===== src/hw/rtl/particle_table_euler_integrator_unit_defines.svh =====
// Assertion macros shared by the particle table RTL.
// Plain text macros; no dependencies.
`ifndef PARTICLE_TABLE_EULER_INTEGRATOR_UNIT_DEFINES_SVH
`define PARTICLE_TABLE_EULER_INTEGRATOR_UNIT_DEFINES_SVH

// Same-cycle implication, disabled while reset is high.
`define PTE_ASSERT_IMPLY(label, clk, rst, ante, cons) \
   label: assert property (@(posedge clk) disable iff (rst) (ante) |-> (cons)) \
      else $error("pte assertion failed");

// Next-cycle implication, disabled while reset is high.
`define PTE_ASSERT_NEXT(label, clk, rst, ante, cons) \
   label: assert property (@(posedge clk) disable iff (rst) (ante) |=> (cons)) \
      else $error("pte assertion failed");

`endif


===== src/hw/rtl/pte_pkg.sv =====
// Types, constants and saturation/boundary helpers of the particle table.
// No dependencies; used by pte_div and particle_table_euler_integrator_unit.
package pte_pkg;

   localparam int NUM_PARTICLES_DEF = 32;
   localparam int DIV_STEPS = 40;

   localparam logic [15:0] DRAG_RESET = 16'd64225;

   localparam logic [2:0] CMD_CLEAR = 3'd0;
   localparam logic [2:0] CMD_ADD   = 3'd1;
   localparam logic [2:0] CMD_FORCE = 3'd2;
   localparam logic [2:0] CMD_TICK  = 3'd3;
   localparam logic [2:0] CMD_READ  = 3'd4;

   localparam logic [1:0] STAT_OK       = 2'd0;
   localparam logic [1:0] STAT_FULL     = 2'd1;
   localparam logic [1:0] STAT_INACTIVE = 2'd2;

   localparam logic [1:0] BND_WRAP   = 2'd0;
   localparam logic [1:0] BND_BOUNCE = 2'd1;
   localparam logic [1:0] BND_CLAMP  = 2'd2;

   localparam logic signed [23:0] S24_MAX = 24'sh7FFFFF;
   localparam logic signed [23:0] S24_MIN = 24'sh800000;
   localparam logic signed [23:0] ONE_Q16 = 24'sd65536;
   localparam logic signed [23:0] TWO_Q16 = 24'sd131072;

   typedef struct packed {
      logic [2:0]         command;
      logic [4:0]         slot;
      logic signed [23:0] position;
      logic signed [23:0] velocity;
      logic [23:0]        mass;
      logic [23:0]        color;
      logic [1:0]         boundary_mode;
      logic signed [23:0] force_req;
      logic [15:0]        delta_time;
   } req_type;

   typedef struct packed {
      logic [1:0]         status;
      logic [4:0]         result_slot;
      logic               is_active;
      logic signed [23:0] out_position;
      logic signed [23:0] out_velocity;
      logic signed [23:0] out_acceleration;
      logic [23:0]        out_color;
      logic [1:0]         out_boundary;
      logic [5:0]         active_count;
   } rsp_type;

   // One particle record as held in the table memory.
   typedef struct packed {
      logic signed [23:0] pos;
      logic signed [23:0] vel;
      logic signed [23:0] acc;
      logic [23:0]        mass;
      logic [23:0]        color;
      logic [1:0]         bnd;
   } rec_type;

   typedef struct packed {
      logic        start;
      logic [39:0] dividend;
      logic [23:0] divisor;
   } div_req_type;

   typedef struct packed {
      logic        done;
      logic [39:0] quotient;
   } div_rsp_type;

   typedef struct packed {
      logic signed [23:0] pos;
      logic signed [23:0] vel;
      logic               kill;
   } bnd_res_type;

   function automatic logic signed [23:0] sat24(input logic signed [25:0] v);
      logic signed [23:0] r;
      if (v > 26'sd8388607) begin
         r = S24_MAX;
      end else if (v < -26'sd8388608) begin
         r = S24_MIN;
      end else begin
         r = v[23:0];
      end
      return r;
   endfunction

   function automatic logic signed [23:0] neg_sat24(input logic signed [23:0] v);
      logic signed [23:0] r;
      if (v == S24_MIN) begin
         r = S24_MAX;
      end else begin
         r = -v;
      end
      return r;
   endfunction

   // Boundary rule on the unit interval [0, ONE].
   function automatic bnd_res_type bnd_apply(input logic signed [23:0] p,
                                             input logic signed [23:0] v,
                                             input logic [1:0] mode);
      bnd_res_type r;
      logic        hi;
      logic        lo;
      logic [23:0] neg_p;
      hi = p > ONE_Q16;
      lo = p < 24'sd0;
      neg_p = 24'(24'd0 - p);
      r.pos = p;
      r.vel = v;
      r.kill = 1'b0;
      case (mode)
         BND_WRAP: begin
            if (hi) begin
               r.pos = $signed({8'd0, p[15:0]});
            end else if (lo) begin
               r.pos = ONE_Q16 - $signed({8'd0, neg_p[15:0]});
            end
         end
         BND_BOUNCE: begin
            if (hi) begin
               r.pos = TWO_Q16 - p;
               r.vel = neg_sat24(v);
            end else if (lo) begin
               r.pos = neg_sat24(p);
               r.vel = neg_sat24(v);
            end
         end
         BND_CLAMP: begin
            if (hi) begin
               r.pos = ONE_Q16;
               r.vel = '0;
            end else if (lo) begin
               r.pos = '0;
               r.vel = '0;
            end
         end
         default: begin
            r.kill = hi | lo;
         end
      endcase
      return r;
   endfunction

endpackage


===== src/hw/rtl/pte_div.sv =====
// Radix-2 restoring divider, one quotient bit per cycle; done rises after the last bit.
// Depends on pte_pkg for the request and result structs.
module pte_div
   import pte_pkg::*;
(
   input  logic        clock,
   input  logic        reset,
   input  div_req_type div_req,
   output div_rsp_type div_rsp
);

   logic        busy_ff, busy_in;
   logic        done_ff, done_in;
   logic [5:0]  cnt_ff, cnt_in;
   logic [23:0] rem_ff, rem_in;
   logic [39:0] quo_ff, quo_in;
   logic [23:0] dsr_ff, dsr_in;

   logic [24:0] shifted;
   logic [25:0] diff;
   logic        ge;

   always_comb begin
      shifted = {rem_ff, quo_ff[39]};
      diff = {1'b0, shifted} - {2'b00, dsr_ff};
      ge = ~diff[25];
      busy_in = busy_ff;
      done_in = 1'b0;
      cnt_in = cnt_ff;
      rem_in = rem_ff;
      quo_in = quo_ff;
      dsr_in = dsr_ff;
      if (div_req.start) begin
         busy_in = 1'b1;
         cnt_in = '0;
         rem_in = '0;
         quo_in = div_req.dividend;
         dsr_in = div_req.divisor;
      end else if (busy_ff) begin
         rem_in = ge ? diff[23:0] : shifted[23:0];
         quo_in = {quo_ff[38:0], ge};
         cnt_in = cnt_ff + 6'd1;
         if (cnt_ff == 6'(DIV_STEPS - 1)) begin
            busy_in = 1'b0;
            done_in = 1'b1;
         end
      end
   end

   always_ff @(posedge clock) begin
      if (reset) begin
         busy_ff <= 1'b0;
         done_ff <= 1'b0;
      end else begin
         busy_ff <= busy_in;
         done_ff <= done_in;
      end
      cnt_ff <= cnt_in;
      rem_ff <= rem_in;
      quo_ff <= quo_in;
      dsr_ff <= dsr_in;
   end

   assign div_rsp.done = done_ff;
   assign div_rsp.quotient = quo_ff;

endmodule


===== config.mk =====
export PLATFORM = sky130hd
export DESIGN_NAME = pte_div
export DESIGN_NICKNAME = d
export VERILOG_FILES = /design/src/hw/rtl/particle_table_euler_integrator_unit_defines.svh /design/src/hw/rtl/pte_pkg.sv /design/src/hw/rtl/pte_div.sv
export SDC_FILE = /design/constraint.sdc
export NUM_CORES = 1
export LEC_CHECK = 0
export BUFFER_PORTS_ARGS = -buffer_cell sky130_fd_sc_hd__buf_2
export CAP_MARGIN = 10
export CORE_ASPECT_RATIO = 1.25
export CORE_MARGIN = 1
export CORE_UTILIZATION = 61
export CTS_BUF_LIST = sky130_fd_sc_hd__clkbuf_4
export CTS_CLUSTER_DIAMETER = 40
export DETAILED_ROUTE_END_ITERATION = 8
export GPL_ROUTABILITY_DRIVEN = 0
export HOLD_SLACK_MARGIN = 0.15
export PLACE_DENSITY = 0.88
export SYNTH_ARGS = -nofsm -noshare
export SYNTH_HDL_FRONTEND = slang
export SYNTH_SLANG_ARGS = --single-unit

===== constraint.sdc =====
create_clock -name clock -period 5 [get_ports clock]
set_clock_uncertainty 0.15 [all_clocks]
set_input_delay 1 -clock clock [delete_from_list [all_inputs] [get_ports clock]]
set_output_delay 1 -clock clock [all_outputs]
set_load 0.005 [all_outputs]

==> impl_results.html <==
<table>
<tr><th>Metric</th><th>Value</th></tr>
<tr><th colspan="2">Clocking</th></tr>
<tr><td>TritonCTS clock tree</td><td>done</td></tr>
<tr><td>CTS Root Buffer Type</td><td>clkbuf_4</td></tr>
<tr><td>Later-pin clock latency in the skew report</td><td>0.45 ns</td></tr>
<tr><td>Number of instances resized during post-cts repair</td><td>0</td></tr>
<tr><td>Buffers inserted during post-CTS setup optimization</td><td>0</td></tr>
<tr><td>Clock sink count</td><td>96</td></tr>
<tr><td>Clock H-tree levels</td><td>3</td></tr>
<tr><td>Quantity of hold-fixing buffers added after cts</td><td>0</td></tr>
<tr><td>CTS Buf Count</td><td>9</td></tr>
<tr><td>Clock Path Buffers</td><td>2</td></tr>
<tr><td>Reg clk slew, reported paths</td><td>approximately 0.15 ns</td></tr>
<tr><th colspan="2">Placement</th></tr>
<tr><td>HPWL reported at the end of detailed placement</td><td>around 7400 um</td></tr>
<tr><td>Count of port buffers added during placement</td><td>107</td></tr>
<tr><th colspan="2">Die</th></tr>
<tr><td>Std cell rows</td><td>36</td></tr>
<tr><td>Initial core utilization</td><td>64.3%</td></tr>
<tr><td>Height of the die</td><td>104 um</td></tr>
<tr><td>Area of the core region</td><td>7930 sq um</td></tr>
<tr><td>Die width</td><td>83.7 um</td></tr>
<tr><td>Die area</td><td>~8700 sq um</td></tr>
<tr><td>Top-level I/O count</td><td>108</td></tr>
<tr><th colspan="2">Routing</th></tr>
<tr><td>Routed WL per cell</td><td>15.7 um</td></tr>
<tr><td>First-pass detailed-route iteration total</td><td>5</td></tr>
<tr><td>Vias</td><td>3898</td></tr>
<tr><td>ANT nets after route</td><td>0</td></tr>
<tr><td>Initial drt markers</td><td>233</td></tr>
<tr><td>Total wire length</td><td>10400 um</td></tr>
<tr><td>Remaining design rule violation count</td><td>0</td></tr>
<tr><td>Average via count per standard cell</td><td>a little under 6</td></tr>
<tr><th colspan="2">Yosys</th></tr>
<tr><td>Leading post-synthesis cells by cell area</td><td>edfxtp_1 (38%), dfxtp_1 (13%), mux2_2 (8.6%), ha_1 (6.1%), nor2_1 (3.5%)</td></tr>
<tr><td>Count of flip-flops with a built-in enable after synthesis</td><td>64</td></tr>
<tr><td>Number of warning messages in the yosys log</td><td>0</td></tr>
<tr><td>Number of flip-flops and latches in the synthesized netlist</td><td>96</td></tr>
<tr><td>Portion of the post-synthesis area used by sequential elements</td><td>between 50% and 60%</td></tr>
<tr><td>Post-synthesis average cell area</td><td>11.0 sq um</td></tr>
<tr><td>Mapped Area</td><td>5090 sq um</td></tr>
<tr><td>Distinct cells, synth</td><td>57</td></tr>
<tr><td>Post-synth net total</td><td>558</td></tr>
<tr><td>Most frequently used flop master after synthesis</td><td>edfxtp_1</td></tr>
<tr><td>Share of synthesized registers carrying an async set or reset</td><td>0%</td></tr>
<tr><td>Area share of the leading cell type in the synthesized netlist</td><td>37.7%</td></tr>
<tr><td>Synth area leader</td><td>edfxtp_1</td></tr>
<tr><td>Gate count of the mapped netlist</td><td>465</td></tr>
<tr><th colspan="2">Critical path</th></tr>
<tr><td>WP data required</td><td>5.20 ns</td></tr>
<tr><td>Worst reg2reg setup slack</td><td>1.95 ns</td></tr>
<tr><td>Cell count of the worst reg-to-reg path</td><td>11</td></tr>
<tr><td>Critical path start-end classification</td><td>flop to flop</td></tr>
<tr><td>Category of the worst setup path capture point</td><td>flop</td></tr>
<tr><td>Arrival time of data at the critical path endpoint</td><td>3.25 ns</td></tr>
<tr><td>CP max FO</td><td>32</td></tr>
<tr><td>RR Startpoint</td><td>dsr_ff[10]</td></tr>
<tr><td>Endpoint of the most critical register-to-register path</td><td>rem_ff[20]</td></tr>
<tr><td>Worst setup SP type</td><td>flop</td></tr>
<tr><th colspan="2">Cells and area</th></tr>
<tr><td>Diodes inserted</td><td>0</td></tr>
<tr><td>Number of nets at the end of the flow</td><td>657</td></tr>
<tr><td>Area growth from synthesis to layout</td><td>14.0%</td></tr>
<tr><td>Ratio of cells with drive above 1 in the final layout</td><td>30.6%</td></tr>
<tr><th colspan="2">GRT</th></tr>
<tr><td>Global Route met3 Usage</td><td>4.84%</td></tr>
<tr><td>Number of antenna violations at the first check in global routing</td><td>0</td></tr>
<tr><td>Wire length of the first global-routing pass</td><td>between 15000 and 20000 um</td></tr>
<tr><td>Global routing met1 resource utilization</td><td>29.1%</td></tr>
<tr><td>Number of global-route vias before repair</td><td>3922</td></tr>
<tr><td>Most Crowded Layer GR</td><td>met2</td></tr>
<tr><td>Met2 Usage GRT</td><td>a little over two fifths</td></tr>
<tr><td>Total grt overflow</td><td>0</td></tr>
<tr><td>GRT Util Overall</td><td>24.5%</td></tr>
<tr><td>Pin count of the biggest net entering global routing</td><td>60</td></tr>
<tr><th colspan="2">Timing</th></tr>
<tr><td>Worst slew slack as a fraction of its limit</td><td>53.5%</td></tr>
<tr><td>Number of setup violations in the final report</td><td>0</td></tr>
<tr><td>Setup repair after global routing missed its margin</td><td>false</td></tr>
<tr><td>Number of max-slew violations in the final report</td><td>0</td></tr>
<tr><td>Final period demand of the worst path</td><td>between 3 and 4 ns</td></tr>
<tr><td>Share of the clock period used by the worst path after layout</td><td>61.0%</td></tr>
<tr><td>Highest clock rate</td><td>around 330 MHz</td></tr>
<tr><td>Worst slew pin tran</td><td>0.697 ns</td></tr>
<tr><td>Final hold viol count</td><td>0</td></tr>
<tr><td>Setup Total Neg Slack</td><td>0 ns</td></tr>
<tr><th colspan="2">Power and ir drop</th></tr>
<tr><td>Leakage power of the design</td><td>about 2.5 nW</td></tr>
<tr><td>Power per standard cell area</td><td>309 nW/um^2</td></tr>
<tr><td>Overall power after layout</td><td>roughly 1.8 mW</td></tr>
<tr><td>Maximum resistive drop on vdd</td><td>between 0.2 and 0.25 mV</td></tr>
<tr><th colspan="2">Hold path</th></tr>
<tr><td>Class of the tightest hold or removal check</td><td>flop to flop</td></tr>
<tr><td>Worst Min Path Start</td><td>rem_ff[23]</td></tr>
<tr><td>Hold Path End</td><td>rem_ff[23]</td></tr>
<tr><td>Depth of the worst hold-timing path</td><td>2</td></tr>
<tr><th colspan="2">Run</th></tr>
<tr><td>Max-capacitance violation count</td><td>0</td></tr>
<tr><th colspan="2">Outcome</th></tr>
<tr><td>Result of the run</td><td>complete, no violations</td></tr>
</table>
cells in the mapped netlist, types with 3 or more instances:
| cell | number |
|---|---|
| a211oi_1 | 18 |
| a21o_1 | 6 |
| a21oi_1 | 31 |
| a22oi_1 | 4 |
| a31oi_1 | 3 |
| and3_1 | 3 |
| buf_2 | 6 |
| clkbuf_1 | 12 |
| dfxtp_1 | 32 |
| edfxtp_1 | 64 |
| ha_1 | 25 |
| inv_1 | 29 |
| mux2_2 | 39 |
| mux2i_1 | 9 |
| nand2_1 | 20 |
| nand2b_1 | 7 |
| nand3_1 | 5 |
| nand4_1 | 7 |
| nor2_1 | 48 |
| nor2b_1 | 4 |
| nor3_1 | 6 |
| o211ai_1 | 3 |
| o21ai_0 | 19 |
| xnor2_1 | 8 |
| xor2_1 | 13 |
per-stage QoR:
stage	instance area [sq um]	cells	util [%]	setup slack, ns	hold slack [ns]
2_1_floorplan	5090	465	-	2.35	0.308
3_3_place_gp	5660	648	71.4	2.13	0.318
3_5_place_dp	5660	648	71.4	2.01	0.336
4_1_cts	5800	664	73.2	1.97	0.362
5_1_grt	5800	664	73.2	1.81	0.385
6_report	5800	664	73.2	1.95	0.359
report_power, final:
part | internal, mW | switching [mW]
clock network | 0.163 | 0.260
registers | 0.927 | 0.0398
logic | 0.183 | 0.222
total | 1.27 | 0.522
layout make-up:
| type | instances | area (sq um) |
|---|---|---|
| clock buffer | 11 | 82.6 |
| fill | 556 | 2120 |
| sequential | 96 | 2560 |
| tap | 95 | 119 |
| timing repair buffer | 111 | 568 |
| multi-input combinational | 316 | 2300 |
| clock inverter | 5 | 57.6 |
| inverter | 30 | 113 |
routing by layer:
layer  vias to the layer above  wire, um
met4                         0       298
met5                         -         0
met1                      1799      4300
met3                        24       721
li1                       1907         -
met2                       168      5110
worst max-delay path: stages (launching register included):
cell and delay [ns]:
edfxtp_1 0.37, inv_1 0.05, ha_1 0.35, a21oi_2 0.25, o211ai_1 0.13, a221oi_2 0.31
nor2_2 0.10, nor3b_4 0.23, buf_4 0.38, or2_2 0.26, inv_2 0.05, a221o_1 0.30
layout by cell type (no fill, tap or decap), types with 2 or more instances in the layout:
cell type,count
mux2i_1,9
nor3_1,6
a21oi_2,2
nand3_1,5
buf_2,106
nand2_1,20
and4_1,2
o21ai_1,2
mux2_2,39
a21boi_0,2
inv_1,29
a211oi_1,18
nor2_1,48
dfxtp_1,32
clkinvlp_4,2
a311oi_1,2
o211ai_1,3
edfxtp_1,64
nand4_1,7
o21ai_0,19
and2_1,2
o21bai_1,2
xnor2_1,8
nor2b_1,4
nand2b_1,7
nor3b_1,2
o31ai_1,2
a22oi_1,4
a31oi_1,3
buf_4,5
xor2_1,13
a21oi_1,31
a21o_1,6
o2111ai_1,2
ha_1,25
clkbuf_4,11
and3_1,3
cell families after synthesis:
logic type | share of synthesized area, %
flip-flops | 50.3
XOR/XNOR | 3.61
adder cells (fa/ha/maj) | 6.53
AO/OA/AOI/OAI | 13.9
buffers and inverters | 4.49
multiplexers | 10.4
AND/OR/NAND/NOR | 10.7
registers in the layout (all words and copies together), names as in the netlist:
signal and flops:
rem_ff 24, quo_ff 40, dsr_ff 24, done_ff 1, cnt_ff 6, busy_ff 1
how the worst max path moves through the flow:
stage	start	end	slack, ns	cells past startpoint
floorplan	div_req[64]	quo_ff[0]	2.35	3
global placement	dsr_ff[10]	rem_ff[20]	2.13	11
detailed placement	dsr_ff[10]	rem_ff[20]	2.01	11
CTS	dsr_ff[10]	rem_ff[20]	1.97	11
global route	dsr_ff[10]	rem_ff[20]	1.81	11
finish	dsr_ff[10]	rem_ff[20]	1.95	11
Note: power is estimated with default switching activity, not from simulation.
